File: config.mk
export PLATFORM = sky130hd
export DESIGN_NAME = form_urlencoded_tokenizer_flat
export DESIGN_NICKNAME = d
export VERILOG_FILES = /design/src/hw/rtl/fut_pkg.sv /design/src/hw/rtl/fut_if.sv /design/src/hw/rtl/fut_decode.sv /design/src/hw/rtl/form_urlencoded_tokenizer.sv /design/src/flat_wrapper.sv
export SDC_FILE = /design/constraint.sdc
export NUM_CORES = 1
export LEC_CHECK = 0
export BUFFER_PORTS_ARGS = -buffer_cell sky130_fd_sc_hd__buf_2
export CORE_MARGIN = 4
export CORE_UTILIZATION = 49
export CTS_CLUSTER_SIZE = 14
export DETAILED_ROUTE_END_ITERATION = 8
export PLACE_DENSITY = 0.66
export SLEW_MARGIN = 25
export SYNTH_ARGS = -nofsm -noshare
export SYNTH_HDL_FRONTEND = slang
export SYNTH_SLANG_ARGS = --single-unit
File: constraint.sdc
create_clock -name clk -period 4.72 [get_ports clk]
set_input_delay 0.236 -clock clk [delete_from_list [all_inputs] [get_ports clk]]
set_output_delay 0.236 -clock clk [all_outputs]
set_load 0.1 [all_outputs]
File: src/hw/rtl/fut_pkg.sv
// Package: shared types, codes and hex helpers for the form-urlencoded tokenizer.
`default_nettype none
package fut_pkg;

  localparam int unsigned MAX_RES = 4;
  localparam int unsigned CNT_W   = 3;   // holds 0..MAX_RES
  localparam int unsigned IDX_W   = 2;   // indexes MAX_RES entries

  localparam logic [7:0] CH_AMP   = 8'h26;  // '&'
  localparam logic [7:0] CH_EQ    = 8'h3D;  // '='
  localparam logic [7:0] CH_PLUS  = 8'h2B;  // '+'
  localparam logic [7:0] CH_PCT   = 8'h25;  // '%'
  localparam logic [7:0] CH_SPACE = 8'h20;  // ' '

  localparam logic [1:0] KIND_NAME  = 2'd0;
  localparam logic [1:0] KIND_VALUE = 2'd1;
  localparam logic [1:0] KIND_EOP   = 2'd2;

  typedef enum logic [1:0] {
    ESC_NONE = 2'd0,
    ESC_PCT  = 2'd1,
    ESC_HEX  = 2'd2
  } esc_t;

  typedef struct packed {
    logic [7:0] data;
    logic [1:0] kind;
    logic       done;
  } res_t;

  typedef struct packed {
    esc_t       esc;
    logic [7:0] first_hex;
    logic       in_value;
  } tok_state_t;

  typedef struct packed {
    logic [CNT_W-1:0]        cnt;
    res_t [MAX_RES-1:0]      res;
    tok_state_t              nxt;
  } dec_t;

  function automatic logic is_hex(input logic [7:0] c);
    return (c >= 8'h30 && c <= 8'h39) || (c >= 8'h61 && c <= 8'h66) ||
           (c >= 8'h41 && c <= 8'h46);
  endfunction

  function automatic logic [3:0] hex_val(input logic [7:0] c);
    logic [7:0] v;
    v = 8'h00;
    if (c >= 8'h30 && c <= 8'h39) begin
      v = c - 8'h30;
    end else if (c >= 8'h61 && c <= 8'h66) begin
      v = c - 8'h57;
    end else if (c >= 8'h41 && c <= 8'h46) begin
      v = c - 8'h37;
    end
    return v[3:0];
  endfunction

endpackage
`default_nettype wire

File: src/hw/rtl/fut_if.sv
// Interfaces: input byte channel and result channel with valid/ready handshake.
`default_nettype none
interface fut_in_if;
  logic       valid;
  logic       ready;
  logic [7:0] in_byte;
  logic       end_of_data;

  modport source (output valid, output in_byte, output end_of_data, input ready);
  modport sink   (input valid, input in_byte, input end_of_data, output ready);
endinterface

interface fut_out_if;
  logic       valid;
  logic       ready;
  logic [7:0] out_byte;
  logic [1:0] kind;
  logic       last_of_run;
  logic       data_done;

  modport source (output valid, output out_byte, output kind, output last_of_run,
                  output data_done, input ready);
  modport sink   (input valid, input out_byte, input kind, input last_of_run,
                  input data_done, output ready);
endinterface
`default_nettype wire

File: src/hw/rtl/fut_decode.sv
// Decoder: turns one raw byte plus current state into up to four results and next state.
`default_nettype none
module fut_decode (
  input  wire logic [7:0]          c,
  input  wire logic                eod,
  input  wire fut_pkg::tok_state_t cur,
  output fut_pkg::dec_t            dec
);

  function automatic fut_pkg::dec_t push(input fut_pkg::dec_t d, input logic [7:0] b,
                                         input logic [1:0] k, input logic dn);
    fut_pkg::dec_t r;
    r = d;
    if (d.cnt < fut_pkg::CNT_W'(fut_pkg::MAX_RES)) begin
      r.res[d.cnt[fut_pkg::IDX_W-1:0]].data = b;
      r.res[d.cnt[fut_pkg::IDX_W-1:0]].kind = k;
      r.res[d.cnt[fut_pkg::IDX_W-1:0]].done = dn;
      r.cnt = d.cnt + fut_pkg::CNT_W'(1);
    end
    return r;
  endfunction

  always_comb begin
    fut_pkg::dec_t d;
    logic          fresh;
    logic [1:0]    pk;
    d       = '0;
    d.nxt   = cur;
    fresh   = 1'b1;
    pk      = cur.in_value ? fut_pkg::KIND_VALUE : fut_pkg::KIND_NAME;

    // pending escape: complete it, or flush it literally
    case (cur.esc)
      fut_pkg::ESC_PCT: begin
        if (fut_pkg::is_hex(c)) begin
          d.nxt.esc       = fut_pkg::ESC_HEX;
          d.nxt.first_hex = c;
          fresh           = 1'b0;
        end else begin
          d = push(d, fut_pkg::CH_PCT, pk, 1'b0);
          d.nxt.esc       = fut_pkg::ESC_NONE;
          d.nxt.first_hex = 8'h00;
        end
      end
      fut_pkg::ESC_HEX: begin
        if (fut_pkg::is_hex(c)) begin
          d = push(d, {fut_pkg::hex_val(cur.first_hex), fut_pkg::hex_val(c)}, pk, 1'b0);
          fresh = 1'b0;
        end else begin
          d = push(d, fut_pkg::CH_PCT, pk, 1'b0);
          d = push(d, cur.first_hex, pk, 1'b0);
        end
        d.nxt.esc       = fut_pkg::ESC_NONE;
        d.nxt.first_hex = 8'h00;
      end
      default: ;
    endcase

    if (fresh) begin
      if (c == fut_pkg::CH_PCT) begin
        d.nxt.esc = fut_pkg::ESC_PCT;
      end else if (c == fut_pkg::CH_PLUS) begin
        d = push(d, fut_pkg::CH_SPACE, pk, 1'b0);
      end else if (c == fut_pkg::CH_AMP) begin
        d = push(d, 8'h00, fut_pkg::KIND_EOP, 1'b0);
        d.nxt.in_value = 1'b0;
      end else if (c == fut_pkg::CH_EQ && !cur.in_value) begin
        d.nxt.in_value = 1'b1;
      end else begin
        d = push(d, c, pk, 1'b0);
      end
    end

    // end of data: flush what is left, close the pair, back to reset state
    if (eod) begin
      pk = d.nxt.in_value ? fut_pkg::KIND_VALUE : fut_pkg::KIND_NAME;
      if (d.nxt.esc == fut_pkg::ESC_PCT) begin
        d = push(d, fut_pkg::CH_PCT, pk, 1'b0);
      end else if (d.nxt.esc == fut_pkg::ESC_HEX) begin
        d = push(d, fut_pkg::CH_PCT, pk, 1'b0);
        d = push(d, d.nxt.first_hex, pk, 1'b0);
      end
      d = push(d, 8'h00, fut_pkg::KIND_EOP, 1'b1);
      d.nxt.esc       = fut_pkg::ESC_NONE;
      d.nxt.first_hex = 8'h00;
      d.nxt.in_value  = 1'b0;
    end

    dec = d;
  end

endmodule
`default_nettype wire

File: src/hw/rtl/form_urlencoded_tokenizer.sv
// Top level: streaming form-urlencoded tokenizer with percent decoding.
//
// Channels: in_ch takes one raw byte per item (in_byte, end_of_data); out_ch
// gives decoded items (out_byte, kind, last_of_run, data_done). Both use a
// valid/ready handshake; an item moves when valid and ready are high at a
// rising clk edge.
// Each accepted byte is decoded in the accept cycle into 0 to 4 results,
// which land in a 4-entry result register. Results leave one per cycle while
// out_ch.ready is high, the first in the cycle after the byte was accepted.
// Throughput: one byte per cycle while each byte yields at most one result
// and out_ch.ready is high. A byte with several results (flushed escapes,
// end of data) holds the output while the result register drains; the drain
// sets the rate. The next byte is taken in the cycle the last pending result is taken.
// Bytes that yield no result ('%', a first hex digit, a first '=') pass
// through without using an output cycle.
// Reset (rst_n low, synchronous): escape state cleared, name part selected,
// result register emptied.
// Receiver stall: results hold in the result register and in_ch.ready stays
// low until the last one of the run is taken; no item is dropped.
`default_nettype none
module form_urlencoded_tokenizer (
  input  wire logic   clk,
  input  wire logic   rst_n,
  fut_in_if.sink      in_ch,
  fut_out_if.source   out_ch
);

  fut_pkg::tok_state_t                     st_r, st_nxt;
  fut_pkg::res_t [fut_pkg::MAX_RES-1:0]    buf_r, buf_nxt;
  logic [fut_pkg::CNT_W-1:0]               rem_r, rem_nxt;   // results still to send
  logic [fut_pkg::IDX_W-1:0]               hd_r, hd_nxt;     // entry now on the output
  fut_pkg::dec_t                           dec;
  logic                                    in_fire, out_fire;

  fut_decode u_dec (
    .c   (in_ch.in_byte),
    .eod (in_ch.end_of_data),
    .cur (st_r),
    .dec (dec)
  );

  // take a byte when the result register is empty or its last entry leaves now
  assign in_ch.ready = (rem_r == fut_pkg::CNT_W'(0)) ||
                       (rem_r == fut_pkg::CNT_W'(1) && out_ch.ready);
  assign in_fire     = in_ch.valid && in_ch.ready;
  assign out_fire    = out_ch.valid && out_ch.ready;

  assign out_ch.valid       = (rem_r != fut_pkg::CNT_W'(0));
  assign out_ch.out_byte    = buf_r[hd_r].data;
  assign out_ch.kind        = buf_r[hd_r].kind;
  assign out_ch.data_done   = buf_r[hd_r].done;
  assign out_ch.last_of_run = (rem_r == fut_pkg::CNT_W'(1));

  always_comb begin
    st_nxt  = st_r;
    buf_nxt = buf_r;
    rem_nxt = rem_r;
    hd_nxt  = hd_r;
    if (out_fire) begin
      rem_nxt = rem_r - fut_pkg::CNT_W'(1);
      hd_nxt  = hd_r + fut_pkg::IDX_W'(1);
    end
    if (in_fire) begin
      st_nxt  = dec.nxt;
      buf_nxt = dec.res;
      rem_nxt = dec.cnt;
      hd_nxt  = '0;
    end
  end

  always_ff @(posedge clk) begin
    if (!rst_n) begin
      st_r.esc       <= fut_pkg::ESC_NONE;
      st_r.first_hex <= 8'h00;
      st_r.in_value  <= 1'b0;
      rem_r          <= '0;
      hd_r           <= '0;
    end else begin
      st_r  <= st_nxt;
      rem_r <= rem_nxt;
      hd_r  <= hd_nxt;
    end
  end

  // payload only, no reset
  always_ff @(posedge clk) begin
    buf_r <= buf_nxt;
  end

endmodule
`default_nettype wire
File: src/flat_wrapper.sv
// flat-port wrapper written by rule: the top's interface ports become plain ports
module form_urlencoded_tokenizer_flat 
  (clk, rst_n, in_ch_valid, in_ch_in_byte, in_ch_end_of_data, in_ch_ready, out_ch_valid, out_ch_out_byte, out_ch_kind, out_ch_last_of_run, out_ch_data_done, out_ch_ready);
  fut_in_if in_ch_i ();
  fut_out_if out_ch_i ();
  input  wire logic clk;
  input  wire logic rst_n;
  input wire logic [$bits(in_ch_i.valid)-1:0] in_ch_valid;
  input wire logic [$bits(in_ch_i.in_byte)-1:0] in_ch_in_byte;
  input wire logic [$bits(in_ch_i.end_of_data)-1:0] in_ch_end_of_data;
  output wire logic [$bits(in_ch_i.ready)-1:0] in_ch_ready;
  output wire logic [$bits(out_ch_i.valid)-1:0] out_ch_valid;
  output wire logic [$bits(out_ch_i.out_byte)-1:0] out_ch_out_byte;
  output wire logic [$bits(out_ch_i.kind)-1:0] out_ch_kind;
  output wire logic [$bits(out_ch_i.last_of_run)-1:0] out_ch_last_of_run;
  output wire logic [$bits(out_ch_i.data_done)-1:0] out_ch_data_done;
  input wire logic [$bits(out_ch_i.ready)-1:0] out_ch_ready;
  assign in_ch_i.valid = in_ch_valid;
  assign in_ch_i.in_byte = in_ch_in_byte;
  assign in_ch_i.end_of_data = in_ch_end_of_data;
  assign in_ch_ready = in_ch_i.ready;
  assign out_ch_valid = out_ch_i.valid;
  assign out_ch_out_byte = out_ch_i.out_byte;
  assign out_ch_kind = out_ch_i.kind;
  assign out_ch_last_of_run = out_ch_i.last_of_run;
  assign out_ch_data_done = out_ch_i.data_done;
  assign out_ch_i.ready = out_ch_ready;
  form_urlencoded_tokenizer u_core (.clk(clk), .rst_n(rst_n), .in_ch(in_ch_i), .out_ch(out_ch_i));
endmodule
==> impl_summary.md, run 1 <==
Layout
The area added between synthesis and finish is 11.23%. The area taken by multi-input logic gates is 2791 um^2. The count of inserted antenna diode cells is 0. Of the cells placed in the final design, the portion with a size suffix greater than 1 is 17.93%. After routing the design area is 5167 um^2. Fill cells in the final layout number 830. Summing all flip-flop and latch instances after layout gives 1642 um^2. Excluding fillers, the count of instances in the completed layout stands at 631. The total number of nets in the final design is 540.

Timing
The normalized max-slew margin is 44.75%. The number of endpoints with negative hold slack in the final report is 0. For this run, the top clock speed supported by timing is 226.2 MHz.

The minimum clock period after layout is 4.422 ns. Setup repair after global routing left no endpoint under its margin. The share of the clock period used by the worst path after layout is 93.68%. Clock skew on the completed layout was measured at 0.009427 ns. Setup slack on the critical path of the routed design comes to 0.2984 ns. Summed over all failing endpoints, the final setup total negative slack is 0 ns.

The max-slew violation total from the final report is 0. Setup violations remaining at the end of the flow were counted as 0. For the pin with the worst max-slew slack, the measured transition is 0.8276 ns.

Clocking
After clock tree synthesis, the clock-pin slew on the worst setup and hold paths is 0.07 ns. The longest clock path from root to sink contains 2 buffers. At the later pin of the worst-skew pair, clock insertion delay measures 0.34 ns.

The clock tree root driver cell is clkbuf_8. The CTS buffer count is 9. For this design, the sink count on the clock tree is 60. The CTS tree is built. CTS built an H-tree with a depth of 3.

Global routing
The number of global-route vias before repair came to 3846. The total global routing track utilization is 24.27%. Global routing finished with a remaining overflow of 0. The first global-routing pass estimated 21.40 mm of wire. Entering global routing, the biggest net connects 47 pins. The initial antenna violation count is 0.

Worst setup path
The startpoint of the worst setup timing path is u_core.st_r[9]. The maximum fanout along the worst path is 21. The data required time at the worst endpoint is 4.78 ns. The standard cell with the maximum stage delay on the critical path is dfxtp_1. Among cell families on the critical path, the largest total delay comes from compound AO/OA/AOI/OAI gates. The number of buffers and inverters on the critical path is 6. STA classifies the critical path startpoint as a register. The critical path goes through inv_1 > ha_1 > buf_4 > a31oi_1 > a32oi_2 > inv_1 > ha_1 > nor2_1 > ha_1 > a32oi_1 > o32ai_1 > o21bai_1 > inv_1 > ha_1 > inv_1 > o311ai_1 > buf_4 > o22ai_1. The startpoint of the lowest-slack register-to-register path is u_core.st_r[9].

The signal arrival time at the worst endpoint is 4.48 ns. On the worst path, the slowest cell contributes a delay of 0.38 ns. The path type of the worst setup path is register to register. The worst setup path is captured at a register.

Worst hold path
The worst hold-check path type is input port to register. The startpoint identified for the worst hold timing path is rst_n.

Synthesis
In this run the biggest area consumer among cell types represents 28.44% of the synthesized area. The commonest cells after synthesis are edfxtp_1, nand2_1, ha_1, nor2_1, inv_1. The net count of the mapped netlist is 511. For this run, the leading register cell type out of synthesis is edfxtp_1. The proportion of synthesized flip-flops having asynchronous set or reset is 0%.

The netlist uses 81 different library cells. Yosys printed 0 warnings. The sequential cell area fraction in the yosys report is 35.34%. Synthesis handed over a netlist of 468 instances.

The synthesized netlist occupies a cell area of 4646 um^2. The average instance in the mapped netlist occupies 9.927 um^2. Among all cell types in the netlist, the one instantiated most often is edfxtp_1. In this run, synthesis produced a sequential element count of 60. The count of flip-flops with a built-in enable after synthesis is 44. The biggest area contributor in the post-synthesis netlist is edfxtp_1. Ranked by total cell area, the synthesized netlist is headed by edfxtp_1, ha_1, dfxtp_1.

Detailed routing
In this run the remaining antenna-violating nets after routing total 0. The total wirelength of the detailed-routed design is 13.42 mm. The average detailed-routed wire length per instance is 21.27 um. The number of detailed-route iterations in the first pass is 6. The initial DRC count is 410. The detail-routed via count per cell is 6.681. The total via count in the routed design is 4216. In the routed design, unresolved DRC markers number 0.

Placed design
The minimum setup slack after placement is 0.01765 ns. The estimated wirelength of the detail-placed design is 10.35 mm. In this run the tool buffered the top-level ports with 26 buffer cells. After detailed placement, the total cell area comes to 4950 um^2. The routability congestion estimate is 1.020. The number of cells after detailed placement is 615.

Die
The die is 105.4 um wide. The site row count is 35. The I/O pin total is 27. The floorplan step defined a core boundary enclosing 9240 um^2.

The die covers 11100 um^2. Once the floorplan was initialized, standard cells occupied 50.28% of the core. The floorplan die height is 105.4 um.

Pwr
Per report_power, the sequential group accounts for 35.6% of the total. The internal portion of the total power is 1.212 mW. After layout, the design draws a total of 2.205 mW. In this run, the combinational gates consume 42.0% of the power. The power per cell area is 426.8 nW/um^2. Net switching is 45.06% of the power. Summed over all cells, the static leakage comes to 1.863 nW.

The worst-case IR drop observed on VDD is 227.0 uV. The analysis attributes to net switching a power of 0.9938 mW. The clock network accounts for 22.4% of the total power.

Job
The tool flagged a number of max-cap violations equal to 0.

Run status
The flow ran to the end, and the final reports show no timing, DRC or antenna violations.
[per-layer routing]
layer / vias up / wire (um) / GRT usage, %
li1: 1896 / - / -
met2: 251 / 5837 / 35.56
met4: 0 / 362 / 7.310
met1: 2029 / 6157 / 36.18
met5: - / 0 / 0
met3: 40 / 1061 / 4.654
[worst register-to-register path: cells and delay by family (launching register included)]
kind                       cells  cell delay [ns]
AOI/OAI and AO/OA              7             1.42
adders and majority gates      4             1.20
buffers and inverters          6             0.90
DFF                            1             0.38
and+or+nand+nor                1             0.23
[cells in the final DEF (no fill, tap or decap), types with 5 or more instances in the layout]
cell,count
and3_1,5
a22o_1,16
a32oi_1,5
edfxtp_1,44
and2_1,9
ha_1,30
o21ai_0,14
a32o_1,8
dfxtp_1,16
nand2_1,43
mux4_2,11
a21oi_1,24
nand3b_1,7
buf_4,18
a211oi_1,8
o22ai_1,12
clkbuf_8,9
nand3_1,11
a22oi_1,8
nor2_1,28
inv_1,27
nor3_1,9
nor2b_1,7
a221oi_1,5
buf_2,26
[sequential cells by signal, indices dropped and copies added (netlist names)]
| name | count |
|---|---|
| u_core.st_r | 11 |
| u_core.rem_r | 3 |
| u_core.buf_r | 44 |
| u_core.hd_r | 2 |
[worst paths after layout]
check | to | slack, ns | cells after the start
max | u_core.buf_r[6] | 0.30 | 18
min | u_core.rem_r[2] | 0.23 | 2
max reg2reg | u_core.buf_r[6] | 0.30 | 18
min reg2reg | u_core.st_r[8] | 0.57 | 1
[kinds of logic (layout without fill, tap and decap cells)]
kind of cell               count (synthesis)  in the layout  share of synthesized area [%]
AOI/OAI and AO/OA                        159            159                          26.96
xor gates and xnor gates                   4              4                          1.158
adders and majority gates                 30             30                          8.080
buffers and inverters                     53             87                          4.821
DFF                                       60             60                          35.34
muxes                                     12             12                          5.817
and+or+nand+nor                          150            150                          17.83
[what timing repair did]
item,CTS,global route
buffers inserted,0,0
setup endpoints to repair,0,5
hold buffers,0,0
resized for setup,0,3
[power by group through the flow]
stage | clock network (mW) | logic (mW) | registers (mW)
final | 0.493 | 0.927 | 0.785
after global routing | 0.527 | 0.972 | 0.800
after CTS | 0.501 | 0.929 | 0.788
after detailed placement | 0 | 0.928 | 0.799
after global placement | 0 | 0.922 | 0.792
after floorplan | 0 | 0.807 | 0.764
[final cells by class]
| cell class | count | share of cell area [%] |
|---|---|---|
| clock buffer | 10 | 2.470 |
| inverter | 27 | 1.961 |
| clock inverter | 6 | 1.525 |
| tap | 129 | 3.123 |
| timing repair buffer | 44 | 5.133 |
| sequential | 60 | 31.77 |
| multi-input combinational | 355 | 54.02 |
[per-stage QoR]
step                hold WS (ns)  util, %
floorplan                 0.3689        -
global placement          0.5476    53.57
detailed placement        0.5534    53.57
CTS                       0.2264    55.80
global route              0.2409    55.92
finish                    0.2337    55.92
(Power assumes the default switching activity.)
==> inputs of run 2 (changes only) <==
Settings changed: CAP_MARGIN set to 0, CTS_BUF_LIST set to sky130_fd_sc_hd__clkbuf_2 sky130_fd_sc_hd__clkbuf_4 sky130_fd_sc_hd__clkbuf_8.
==> run 2 against run 1 <==
- highest routed layer unchanged
- combinational power about the same
- first-iteration DRC count up 2.0%
- via count is 1.4% lower
- wire length is 0.60% lower
==> impl_summary.md, run 2 (same netlist as run 1, synthesis figures left out) <==
Run status
The run finished with clean final reports.

Global routing
The total global routing track utilization is 24.23% (-0.039 points). The leftover overflow at the end of global routing is 0 (unchanged). The wire length of the first global-routing pass came to 21.36 mm (-0.19%).

The pin count of the biggest net entering global routing is 47 (unchanged). The initial antenna violation count came to 0 (unchanged). The number of global-route vias before repair is 3837 (-0.23%).

Die
The core region area came to 9240 um^2 (unchanged). The floorplan die height is 105.4 um (unchanged). The horizontal die dimension is 105.4 um (unchanged).

The overall die area came to 11100 um^2 (unchanged). The starting density of the core is 50.28% (unchanged). The site row count was 35 (unchanged). The I/O pin total was 27 (unchanged).

Placed design
The number of input and output port buffers inserted is 26 (unchanged). The estimated wirelength of the detail-placed design was 10.35 mm (unchanged). The total cell area at the placement stage was 4950 um^2 (unchanged). The routability congestion estimate is 1.020 (unchanged).

Timing
The final worst hold slack came to 0.2302 ns (-0.003527 ns). The worst clock skew is 0.01005 ns (+0.0006269 ns). The max-slew violation total from the final report is 0 (unchanged). The number of endpoints with negative hold slack in the final report is 0 (unchanged). The transition at the pin with the smallest max-transition slack is 0.8260 ns (-0.001645 ns). The peak clock frequency supported by timing is 226.1 MHz (about the same). The sum of negative setup slack is 0 ns (unchanged). The final number of setup-violating endpoints is 0 (unchanged). The minimum clock period after layout came to 4.424 ns (+0.002243 ns).

Setup repair after global routing left no endpoint under its margin. The normalized max-slew margin is 44.86% (+0.11 points). The share of the clock period used by the worst path after layout was 93.72% (about the same).

Pwr
The maximum vdd ir drop is 227.0 uV (about the same). The leakage dissipation is 1.866 nW (+0.18%). The power per cell area was 427.7 nW/um^2 (+0.22%).

Worst setup path
The worst setup path is captured at a register. The maximum fanout along the worst path came to 21 (unchanged). The data required time at the worst endpoint was 4.78 ns (about the same). The kind of launch point of the worst setup path is a register. The signal arrival time at the worst endpoint is 4.48 ns (about the same).

The flop-to-flop setup slack is 0.30 ns (about the same). The worst setup path is of the register to register kind.

Detailed routing
The total wirelength of the detailed-routed design is 13.34 mm (-0.60%). The total via count in the routed design is 4159 (-1.4%). The remaining design rule violation count is 0 (unchanged). The detail-routed via count per cell came to 6.591 (-1.4%). The initial DRC count is 418 (+2.0%).

The number of nets with antenna violations after detailed routing was 0 (unchanged). The average detailed-routed wire length per instance is 21.14 um (-0.60%). The number of detailed-route iterations in the first pass is 6 (unchanged).

Clocking
The level count of the clock H-tree is 3 (unchanged). The count of instances resized after the clock tree is built is 0 (unchanged). The post-CTS repair timing setup buffer count is 0 (unchanged). The buffer levels on the longest clock path came to 2 (unchanged). The TritonCTS sink count is 60 (unchanged). The root buffer cell chosen for the clock tree is clkbuf_8. The clock latency at the later pin of the worst-skew pair is 0.34 ns (about the same). The CTS buffer count is 9 (unchanged).

The clock-pin slew on the worst setup and hold paths is 0.07 ns (about the same). The number of hold buffers added after CTS is 0 (unchanged). TritonCTS built the clock tree.

Layout
The filler cell count in the final layout is 827 (-0.36%). The register area is 1642 um^2 (unchanged). The design area is 5171 um^2 (about the same). The area added between synthesis and finish was 11.31% (about the same). The layout cell share with drive strength beyond 1 was 18.13% (+0.20 points). The flip-flop count of the largest register, all copies and words added is 44 (unchanged).

The largest register by flop count is u_core.buf_r. The count of inserted antenna diode cells is 0 (unchanged). The top cell types in the final layout, fill and taps aside, are edfxtp_1, nand2_1, ha_1, nor2_1, inv_1. The total number of nets in the final design is 540 (unchanged).

In the final layout, the registers with the most flip-flops are u_core.buf_r x44, u_core.st_r x11, u_core.rem_r x3. The area taken by multi-input logic gates is 2791 um^2 (unchanged). Leaving out fill and tap cells, the most frequent cell in the layout is edfxtp_1.

Worst hold path
The worst hold-check path type is input port to register.

Job
The number of maximum-capacitance violations is 0 (unchanged).
## run 2: cell counts in the layout (fill, tap and decap cells not counted)
Identical to the previous run, type by type.
## run 2: layout make-up
cell class	instances	area share [%]
multi-input combinational	355	53.98
sequential	60	31.74
inverter	27	1.960
timing repair buffer	44	5.129
tap	129	3.121
clock buffer	10	2.541
clock inverter	6	1.524
## run 2: layer usage
layer	global-route usage [%]	share of wire [%]	vias to the layer above
li1	-	-	1892
met1	35.90	45	1995
met2	35.75	44	242
met3	4.899	9.0	30
met4	6.935	2.3	0
met5	0	0	-
## run 2: final timing paths
path / start / cells past startpoint / endpoint
setup / recovery: u_core.st_r[9] / 18 / u_core.buf_r[6]
hold / removal: rst_n / 2 / u_core.rem_r[2]
setup reg to reg: u_core.st_r[9] / 18 / u_core.buf_r[6]
hold reg to reg: u_core.st_r[8] / 1 / u_core.st_r[8]
## run 2: metrics by stage
step	power [mW]	instances	setup WS [ns]	util [%]
2_1_floorplan	1.571	468	0.2066	-
3_3_place_gp	1.713	615	0.2534	53.57
3_5_place_dp	1.727	615	0.01765	53.57
4_1_cts	2.224	631	0.2148	55.84
5_1_grt	2.306	631	0.01019	55.96
6_report	2.212	631	0.2962	55.96
## run 2: report_power, final
| part | internal [mW] | switching [mW] |
|---|---|---|
| Clock | 0.298 | 0.202 |
| Sequential | 0.723 | 0.0621 |
| Combinational | 0.197 | 0.731 |
| Total | 1.22 | 0.995 |
## run 2: critical path: stages, from the launching register on
cell	delay, ns
dfxtp_1	0.38
inv_1	0.06
ha_1	0.33
buf_4	0.26
a31oi_1	0.17
a32oi_2	0.31
inv_1	0.12
ha_1	0.30
nor2_1	0.22
ha_1	0.28
a32oi_1	0.21
o32ai_1	0.12
o21bai_1	0.19
inv_1	0.14
ha_1	0.28
inv_1	0.11
o311ai_1	0.33
buf_4	0.20
o22ai_1	0.10
==> inputs of run 3 (changes only) <==
Settings changed: CORE_ASPECT_RATIO set to 0.7, SYNTH_HIERARCHICAL set to 1.
==> run 3 against run 2 <==
- sequential cell count unchanged
- clock-buffer cell count shrank 1
- combinational power grew 13%
- first-iteration DRC count grew 59%
- worst setup slack improved by 0.13 ns
- clock power up 4.8%
- clock skew rose by 0.0043 ns
- cell area rose by 6.1%
==> impl_summary.md, run 3 <==
Run status
The run finished with clean final reports.

Detailed routing
The number of detailed-route iterations in the first pass is 5 (-1). The detail-routed via count per cell was 6.762 (+2.6%). The remaining design rule violation count is 0 (unchanged).

The total via count in the routed design was 4639 (+12%). The initial DRC count is 666 (+59%). The average detailed-routed wire length per instance is 24.30 um (+15%). The total wirelength of the detailed-routed design was 16.67 mm (+25%). The number of nets with antenna violations after detailed routing was 0 (unchanged).

Die
The I/O pin total came to 27 (unchanged). The overall die area is 11800 um^2 (+6.3%). The starting density of the core was 50.74% (+0.47 points). The core region area came to 9759 um^2 (+5.6%). The site row count came to 30 (-14%). The horizontal die dimension is 128.2 um (+22%).

The floorplan die height is 92.11 um (-13%).

Timing
The minimum clock period after layout is 4.292 ns (-0.1322 ns). The worst clock skew is 0.01434 ns (+0.004289 ns). The sum of negative setup slack is 0 ns (unchanged). The final number of setup-violating endpoints is 0 (unchanged).

The share of the clock period used by the worst path after layout came to 90.92% (-2.8 points). The max-slew violation total from the final report is 0 (unchanged). The number of endpoints with negative hold slack in the final report is 0 (unchanged). The peak clock frequency supported by timing is 233.0 MHz (+3.1%). The normalized max-slew margin is 30.15% (-15 points). The worst-case setup margin in the final layout is 0.4284 ns (+0.1322 ns). Setup repair after global routing left no endpoint under its margin.

The transition at the pin with the smallest max-transition slack is 1.048 ns (+0.2218 ns).

Worst setup path
The signal arrival time at the worst endpoint came to 4.41 ns (-0.07 ns). The count of cells along the worst register-to-register path is 15 (-3). STA classifies the critical path endpoint as a register. The startpoint of the lowest-slack register-to-register path is u_core/st_r[9]. The startpoint of the worst setup timing path is in_ch_in_byte[1]. The maximum fanout along the worst path is 11 (-48%). The critical register-to-register path endpoint is u_core/buf_r[29]. The worst setup path is launched from an input port. The setup path with the least slack is of type input port to register. The capture point of the worst path is u_core/buf_r[29]. The flop-to-flop setup slack was 0.63 ns (+0.33 ns).

The data required time at the worst endpoint is 4.84 ns (+0.06 ns).

Pwr
The fraction of power consumed by combinational cells came to 44.0% (+2.1 points). The relative contribution of the clock network to total power is 22.0% (-0.6 points). The switching component of the power is 1.114 mW (+12%). The register share of total power is 34.1% (-1.4 points). The leakage dissipation is 1.987 nW (+6.4%).

The power per cell area came to 434.9 nW/um^2 (+1.7%). The switching power as a share of total power is 46.67% (+1.7 points). The maximum vdd ir drop is 489.5 uV (+120%).

The cell-internal power was 1.273 mW (+4.6%).

Clocking
The clock latency at the later pin of the worst-skew pair came to 0.36 ns (+0.02 ns). TritonCTS built the clock tree. The CTS buffer count is 9 (unchanged). The level count of the clock H-tree is 3 (unchanged). The number of hold buffers added after CTS was 0 (unchanged). The post-CTS repair timing setup buffer count is 0 (unchanged). Clock tree synthesis selected as its root buffer the cell clkbuf_8.

The count of instances resized after the clock tree is built is 0 (unchanged). The clock-pin slew on the worst setup and hold paths is 0.07 ns (about the same). The TritonCTS sink count is 60 (unchanged).

The buffer levels on the longest clock path is 2 (unchanged).

Synthesis
The number of instances in the synthesized netlist was 522 (+12%). The count of warnings emitted by yosys is 6 (+6). The post-synthesis cell type count came to 96 (+19%). By count the netlist is led by nand2_1, edfxtp_1, nor2_1, ha_1, inv_1.

The portion of synthesized cell area occupied by the leading cell type was 26.68% (-1.8 points). The count of flip-flops with a built-in enable after synthesis is 44 (unchanged). The mean instance size in the synthesized netlist is 9.487 um^2 (-4.4%). By instance count, the leading cell after synthesis is nand2_1. Ranked by total cell area, the synthesized netlist is headed by edfxtp_1, ha_1, dfxtp_1. The proportion of synthesized flip-flops having asynchronous set or reset is 0% (unchanged). In the synthesized netlist the dominant register cell turns out to be edfxtp_1.

The sequential cell area fraction in the yosys report is 33.15% (-2.2 points). The number of synthesized register bits was 60 (unchanged). The synthesized area was 4952 um^2 (+6.6%). The net count of the mapped netlist is 561 (+9.8%). The cell type with the highest aggregate area in the netlist is edfxtp_1.

Layout
The register area was 1642 um^2 (unchanged). The filler cell count in the final layout is 892 (+7.9%). The largest register by flop count is u_core/buf_r. The count of inserted antenna diode cells is 0 (unchanged). Compared with the post-synthesis result, the final layout area differs by 10.81%. The largest registers in the layout are u_core/buf_r x44, u_core/st_r x11, u_core/rem_r x3. The area taken by multi-input logic gates is 3038 um^2 (+8.8%).

The layout cell share with drive strength beyond 1 is 20.79% (+2.7 points). In the layout the commonest cells are nand2_1, edfxtp_1, nor2_1. The library cell used most frequently in the layout, excluding fill and tap cells, is nand2_1.

The share of the core filled with cells is 56.23% (+0.27 points). The flip-flop count of the largest register, all copies and words added is 44 (unchanged). The total number of nets in the final design is 592 (+9.6%).

Global routing
The leftover overflow at the end of global routing is 0 (unchanged). The pin count of the biggest net entering global routing is 61 (+30%). The initial antenna violation count is 0 (unchanged). The total global routing track utilization is 28.94% (+4.7 points).

The number of global-route vias before repair is 4334 (+13%). The wire length of the first global-routing pass was 25.79 mm (+21%).

Worst hold path
The worst hold-check path type is input port to register. The worst hold path depth is 2 (unchanged).

Placed design
The estimated wirelength of the detail-placed design is 12.87 mm (+24%). The number of input and output port buffers inserted is 26 (unchanged). The minimum setup slack after placement is 0.2040 ns (+0.1863 ns). The routability congestion estimate is 1.022 (+0.18%).

Job
The number of maximum-capacitance violations came to 0 (unchanged).
## run 3: changes by cell type after synthesis, sizes merged, moves of 7 or more
cell,change
a21boi,+9
a22o,-12
and2,-7
nand2,+13
nor2,+11
nor3,+14
o21ai,+7
## run 3: final cells by class
| cell class | count | share of cell area, % |
|---|---|---|
| Clock buffer | 9 | 2.257 |
| Clock inverter | 7 | 1.801 |
| Inverter | 26 | 1.824 |
| Multi-Input combinational cell | 404 | 55.36 |
| Sequential cell | 60 | 29.91 |
| Tap cell | 128 | 2.918 |
| Timing Repair Buffer | 52 | 5.928 |
## run 3: logic make-up after synthesis
group                    after synthesis  synth area share (%)
XOR/XNOR                               4                0.7076
multiplexers                          15                 5.811
adder cells (fa/ha/maj)               26                 6.569
AND/OR/NAND/NOR                      190                 21.15
AO/OA/AOI/OAI                        169                 27.08
flip-flops                            60                 33.15
buffers and inverters                 58                 5.533
## run 3: worst min-delay path by stage
stage / endpoint / slack (ns) / start
finish: u_core/rem_r[0] / 0.23 / rst_n
global route: u_core/rem_r[0] / 0.24 / rst_n
CTS: u_core/rem_r[0] / 0.22 / rst_n
detailed placement: u_core/st_r[10] / 0.52 / u_core/st_r[10]
global placement: u_core/st_r[9] / 0.50 / u_core/st_r[9]
floorplan: u_core/st_r[2] / 0.39 / rst_n
## run 3: layer usage
metal  track usage, %  wire [um]
met5                0          0
met3            7.625       1941
met4            11.48        605
met2            38.07       6532
met1            44.13       7593
## run 3: critical path, cell delays in order
cell and delay (ns):
buf_2 0.21, inv_1 0.12, ha_1 0.28, or3b_4 0.42, and3_1 0.20, o21ai_2 0.18, a211oi_1 0.11, or2_2 0.38
ha_1 0.36, nor2_1 0.23, ha_1 0.16, nand3_1 0.10, o21ai_0 0.15, o2bb2ai_1 0.20, ha_1 0.28, inv_1 0.11
o311a_2 0.46, a2bb2o_4 0.22
## run 3: stage by stage
step / power, mW / area (um^2) / instances / hold slack, ns
floorplan: 1.718 / 4952 / 522 / 0.3891
global route: 2.490 / 5488 / 686 / 0.2397
detailed placement: 1.881 / 5264 / 670 / 0.5198
finish: 2.387 / 5488 / 686 / 0.2258
CTS: 2.405 / 5487 / 686 / 0.2217
global placement: 1.860 / 5264 / 670 / 0.5026
## run 3: power by group through the flow
| stage | clock, mW | combinational [mW] | sequential [mW] |
|---|---|---|---|
| after CTS | 0.535 | 1.05 | 0.818 |
| after global routing | 0.564 | 1.09 | 0.833 |
| after global placement | 0 | 1.04 | 0.824 |
| after detailed placement | 0 | 1.05 | 0.830 |
| final | 0.524 | 1.05 | 0.813 |
| after floorplan | 0 | 0.937 | 0.781 |
